File: src/hw/rtl/meot_ram.sv
module meot_ram #(
    parameter int WIDTH = 8,
    parameter int DEPTH = 16
) (
    input  logic                     aclk,
    input  logic                     we,
    input  logic [$clog2(DEPTH)-1:0] waddr,
    input  logic [WIDTH-1:0]         wdata,
    input  logic [$clog2(DEPTH)-1:0] raddr,
    output logic [WIDTH-1:0]         rdata
);

    logic [WIDTH-1:0] mem [DEPTH];

    always_ff @(posedge aclk) begin
        if (we) begin
            mem[waddr] <= wdata;
        end
        rdata <= mem[raddr];
    end

endmodule

File: config.mk
export PLATFORM = sky130hd
export DESIGN_NAME = meot_ram
export DESIGN_NICKNAME = d
export VERILOG_FILES = /design/src/hw/rtl/meot_ram.sv
export SDC_FILE = /design/constraint.sdc
export NUM_CORES = 1
export LEC_CHECK = 0
export ABC_AREA = 1
export BUFFER_PORTS_ARGS = -buffer_cell sky130_fd_sc_hd__buf_4
export CAP_MARGIN = 20
export CORE_MARGIN = 5
export CORE_UTILIZATION = 40
export CTS_BUF_LIST = sky130_fd_sc_hd__clkbuf_16
export DETAILED_ROUTE_END_ITERATION = 8
export GPL_TIMING_DRIVEN = 0
export HOLD_SLACK_MARGIN = 0.12
export PLACE_DENSITY = 0.64
export SLEW_MARGIN = 20
export SYNTH_ARGS = -nofsm -noshare
export SYNTH_HDL_FRONTEND = slang
export SYNTH_SLANG_ARGS = --single-unit
export TNS_END_PERCENT = 50
File: constraint.sdc
create_clock -name aclk -period 3.1 [get_ports aclk]
set_input_delay 0.775 -clock aclk [delete_from_list [all_inputs] [get_ports aclk]]
set_output_delay 0.775 -clock aclk [all_outputs]
set_load 0.02 [all_outputs]
==> run_results.csv, run 1 <==
group,metric,value,unit
outcome,status,"complete, no violations",
timing,drv_slew,0,
route,drc_errors,0,
grt,grt_max_degree,17,
finish,drive_above_1_share,12.6,%
route,wl_per_cell,17.7,um
floorplan,die_x,130,um
timing,fin_tns_setup,0,ps
floorplan,dieHeight,130,um
power,seq_power_share,49.4,%
cts,postCtsSetupRepairBufs,0,
power,clock_power_share,43.6,%
finish,area_growth_syn_to_layout,16.1,%
logic_synthesis,synth_area_leaders,"edfxtp_1, nand2_1, nand3_1, inv_1, dfxtp_1",
logic_synthesis,synth_cell_types,12,
power,combPwrFrac,7.0,%
cts,clock-sinks,136,
route,drtAntennaViolNets,0,
power,ir_drop,0.357,mV
cts,insertion_delay,420,ps
cts,clk_path_buf_depth,2,
grt,grt-ovfl-total,0,
worst_hold_path,holdCritPathClass,"primary input to flip-flop",
logic_synthesis,syn_area_per_cell,10.5,um2
power,powerDensity,625,nW/um2
floorplan,dieArea,16900,um2
logic_synthesis,ys.warnings.count,0,
timing,setup_violations,0,
critical_path,crit_type,"primary input to flip-flop",
critical_path,arrival,1900,ps
logic_synthesis,syn_inst,551,
logic_synthesis,synth-edff-count,128,
route,via_per_inst,4.97,
logic_synthesis,yosysTopAreaCellShare,66.7,%
logic_synthesis,ys_ff_latch,136,
critical_path,crit_fanout,8,
timing,finalWorstSetupSlack,1230,ps
flow_run,cap_violations,0,
placed_design,routabilityCongestion,0.879,
logic_synthesis,seq_area_frac_synth,69.4,%
logic_synthesis,synth.most_common_cell,"nand2_1",
power,total_power,4.19,mW
logic_synthesis,netlist_area,5770,um2
grt,grt_usage,17.5,%
floorplan,coreArea,14000,um2
route,drtIter0Drc,486,
critical_path,cp_data_required_time,3130,ps
timing,worst_pin_slew,946,ps
finish,final_area,6700,um2
route,first_pass_iters,6,
timing,fin_crit_sh,60.3,%
grt,grt_pass1_vias,3736,
logic_synthesis,synth-main-ff-cell,"edfxtp_1",
power,p_leak,2.89,nW
cts,cts_hold_buffers,0,
timing,finalHoldViolCount,0,
timing,fin_hold_ws,684,ps
cts,clk_pin_slew_worst_paths,60,ps
logic_synthesis,synth_top_area_cell,"edfxtp_1",
route,drt-total-wl,13900,um
finish,nets,610,
floorplan,rows,43,
cts,cts_tree,"yes",
placed_design,place_ws,783,ps
logic_synthesis,ys_top_cells_by_count,"nand2_1, edfxtp_1, inv_1, nand3_1, nor2_1",
cts,cts_resized,0,
cts,htreeDepth,4,
floorplan,ios,26,
grt,antenna_found_initial,0,
power,swShare,22.8,%
finish,n_antenna_cell,0,
timing,min_period,1870,ps
timing,slew_headroom,36.7,%
placed_design,postPlaceCellArea,6160,um2
logic_synthesis,synth.net_count,569,
route,via_count,3905,
critical_path,critPathCaptureType,"flip-flop",
cts,cts_inserted_buffers,17,
timing,grt_setup_unrepaired,"no",
critical_path,cp-start-kind,"primary input",
power,power.switching,954,uW
floorplan,start_util,41.2,%
logic_synthesis,synthArstFlopShare,0,%
timing,max_freq,535,MHz
grt,grt_pass1_wl,21300,um
cts,clock-root-buffer,"clkbuf_16",
timing,finClkSkew,9.51,ps
placed_design,dp_hpwl,9050,um
power,p_int,3.23,mW
placed_design,portBuffers,22,
[cells in the final DEF (no fill, tap or decap), drive strengths merged]
cell and instances:
edfxtp 128, nor2 17, dfxtp 8, nand3b 2
buf 46, nand2 173, clkinv 9, clkinvlp 4
inv 103, nand3 97, bufinv 1, clkbuf 17
[routing by layer]
layer / wire length [um] / GRT usage (%) / vias up / part of all wire (%)
met5: 0 / 0 / - / 0
met4: 410 / 7.76 / 0 / 3.0
met3: 1130 / 3.77 / 28 / 8.1
met2: 6540 / 28.3 / 184 / 47
met1: 5810 / 22.7 / 1837 / 42
li1: - / - / 1856 / -
[critical path, cell delays in order]
cell and delay [ps]:
buf_4 120, nand3b_1 240, nor2_1 760
[sequential cells by signal (all words and copies together), names as in the netlist]
signal / flops
mem: 128
rdata: 8
[layout make-up]
class                   instances  area [um2]
inverters                     102         383
fillers                      1274        7290
flip-flops and latches        136        4000
clock buffers                  17         425
clock inverters                15         114
multi-input cells             289        1210
well taps                     180         225
repair buffers                 22         165
plain buffers                  24         166
[cell families (layout without fill, tap and decap cells)]
family	Yosys count	in the layout	share of synthesized area, %
buf+inv	126	180	9.52
flops	136	136	69.4
simple gates	289	289	21.0
[power by group through the flow]
stage | logic [mW] | clock network, mW | registers, mW
after floorplan | 0.145 | 0 | 2.12
after global placement | 0.288 | 0 | 2.10
after detailed placement | 0.291 | 0 | 2.10
after CTS | 0.292 | 1.84 | 2.07
after global routing | 0.320 | 1.93 | 2.07
final | 0.293 | 1.83 | 2.07
[worst paths after layout]
| check | cells past startpoint | from | endpoint | slack [ps] |
|---|---|---|---|---|
| worst max-delay path | 3 | waddr[3] | mem[4][5] | 1230 |
| worst min-delay path | 1 | wdata[2] | mem[7][2] | 680 |
| worst max register to register | 6 | mem[15][7] | rdata[7] | 2060 |
| worst min register to register | 6 | mem[12][2] | rdata[2] | 690 |
[through the flow]
stage | std cells | utilization [%]
after floorplan | 551 | -
after global placement | 753 | 44.0
after detailed placement | 753 | 44.0
after CTS | 785 | 47.9
after global routing | 785 | 47.9
final | 785 | 47.9
Power figures use the tool's default switching activity.
==> run 2: changes to the inputs <==
--- a/config.mk
+++ b/config.mk
@@ -14,7 +14,7 @@
 export DETAILED_ROUTE_END_ITERATION = 8
 export GPL_TIMING_DRIVEN = 0
 export HOLD_SLACK_MARGIN = 0.12
-export PLACE_DENSITY = 0.64
+export PLACE_DENSITY = 0.66
 export SLEW_MARGIN = 20
 export SYNTH_ARGS = -nofsm -noshare
 export SYNTH_HDL_FRONTEND = slang
==> constraint.sdc (replaced) <==
create_clock -name aclk -period 1.71 [get_ports aclk]
set_input_delay 0.4275 -clock aclk [delete_from_list [all_inputs] [get_ports aclk]]
set_output_delay 0.4275 -clock aclk [all_outputs]
set_load 0.02 [all_outputs]
==> run_results.csv, run 2 (synthesis results as in run 1) <==
group,metric,value,unit
outcome,status,"complete, no violations",
timing,worst_pin_slew,1040,ps
route,highest-signal-layer,"met5",
route,drt-total-wl,13900,um
floorplan,dieArea,16900,um2
finish,final_area,6700,um2
finish,largestRegisters,"mem (128), rdata (8)",
route,first_pass_iters,6,
route,route.met3.wl,999,um
route,route.met2.wl,6560,um
timing,finalWorstSetupSlack,178,ps
route,drtIter0Drc,366,
finish,n_antenna_cell,0,
route,via_count,3901,
placed_design,dp_hpwl,9010,um
finish,regArea,4000,um2
critical_path,critPathCaptureType,"flip-flop",
timing,setup_violations,0,
finish,largest-register,"mem",
critical_path,arrival,1570,ps
cts,clock-root-buffer,"clkbuf_16",
route,wl_per_cell,17.7,um
power,powerDensity,1140,nW/um2
timing,max_freq,653,MHz
timing,min_period,1530,ps
grt,grt_pass1_wl,21600,um
grt,grt-ovfl-total,0,
finish,multi_input_area,1210,um2
cts,clock-sinks,136,
timing,drv_slew,0,
route,via_per_inst,4.97,
route,drc_errors,0,
placed_design,portBuffers,22,
finish,area_growth_syn_to_layout,16.1,%
floorplan,dieHeight,130,um
floorplan,ios,26,
flow_run,cap_violations,0,
route,drtAntennaViolNets,0,
critical_path,cp-start-kind,"primary input",
floorplan,rows,43,
cts,postCtsSetupRepairBufs,0,
grt,grt_max_degree,17,
placed_design,routabilityCongestion,0.887,
cts,htreeDepth,4,
floorplan,coreArea,14000,um2
floorplan,start_util,41.2,%
critical_path,crit_type,"primary input to flip-flop",
power,p_leak,2.92,nW
finish,nets,610,
cts,cts_tree,"yes",
grt,grt_pass1_vias,3809,
timing,slew_headroom,30.6,%
cts,insertion_delay,430,ps
cts,cts_inserted_buffers,17,
cts,clk_path_buf_depth,2,
finish,final_common_cell,"nand2_1",
timing,grt_setup_unrepaired,"no",
timing,finalHoldViolCount,0,
timing,fin_tns_setup,0,ps
timing,finClkSkew,9.50,ps
floorplan,die_x,130,um
finish,final_core_util,47.9,%
finish,drive_above_1_share,11.2,%
finish,fillers,1279,
grt,grt_usage,17.6,%
route,met1Wirelength,5940,um
cts,cts_hold_buffers,0,
placed_design,postPlaceCellArea,6160,um2
finish,largest_register_ffs,128,
worst_hold_path,holdCritPathClass,"primary input to flip-flop",
critical_path,crit_fanout,8,
cts,cts_resized,0,
placed_design,place_ws,-235,ps
cts,clk_pin_slew_worst_paths,60,ps
critical_path,cp_data_required_time,1750,ps
power,ir_drop,0.644,mV
grt,antenna_found_initial,1,
timing,fin_hold_ws,315,ps
timing,fin_crit_sh,89.6,%
finish,layout_common_cells,"nand2_1, edfxtp_1, inv_1",
-- run 2: cell count changes in the layout (fill, tap and decap cells not counted), sizes merged --
cell      before  now
clkinvlp       4    1
clkinv         9    3
bufinv         1    2
inv          103  111
-- run 2: path summary, 6_finish.rpt --
kind                            startpoint        end  slack [ps]  cells after the start
worst min register to register  mem[12][5]   rdata[5]         720                      6
worst min-delay path              wdata[2]  mem[2][2]         310                      1
worst max register to register  mem[13][7]   rdata[7]         690                      6
worst max-delay path              waddr[3]  mem[4][1]         180                      3
-- run 2: worst max-delay path, stage by stage --
cell      delay, ps
buf_4           120
nand3b_1        210
nor2_1          810
-- run 2: layout make-up --
class / instances / share of cell area, %
plain buffers: 24 / 2.49
clock buffers: 17 / 6.35
clock inverters: 15 / 1.70
inverters: 102 / 5.72
multi-input cells: 289 / 18.1
flip-flops and latches: 136 / 59.8
well taps: 180 / 3.36
repair buffers: 22 / 2.47
-- run 2: power breakdown --
group,total [mW],internal (mW),switching (mW),leakage (nW)
logic,0.528,0.165,0.363,1.41
clock network,3.35,2.08,1.27,0.293
registers,3.75,3.73,0.0190,1.22
-- run 2: stage by stage --
stage	std cells	power [mW]
floorplan	551	4.10
global placement	753	4.33
detailed placement	753	4.34
CTS	785	7.65
global route	785	7.87
finish	785	7.63
-- run 2: metal layers --
metal  global-route usage, %  up-vias
met5                       0        -
met4                    7.46        2
met3                    4.26       27
met2                    27.5      156
met1                    23.6     1861
li1                        -     1855
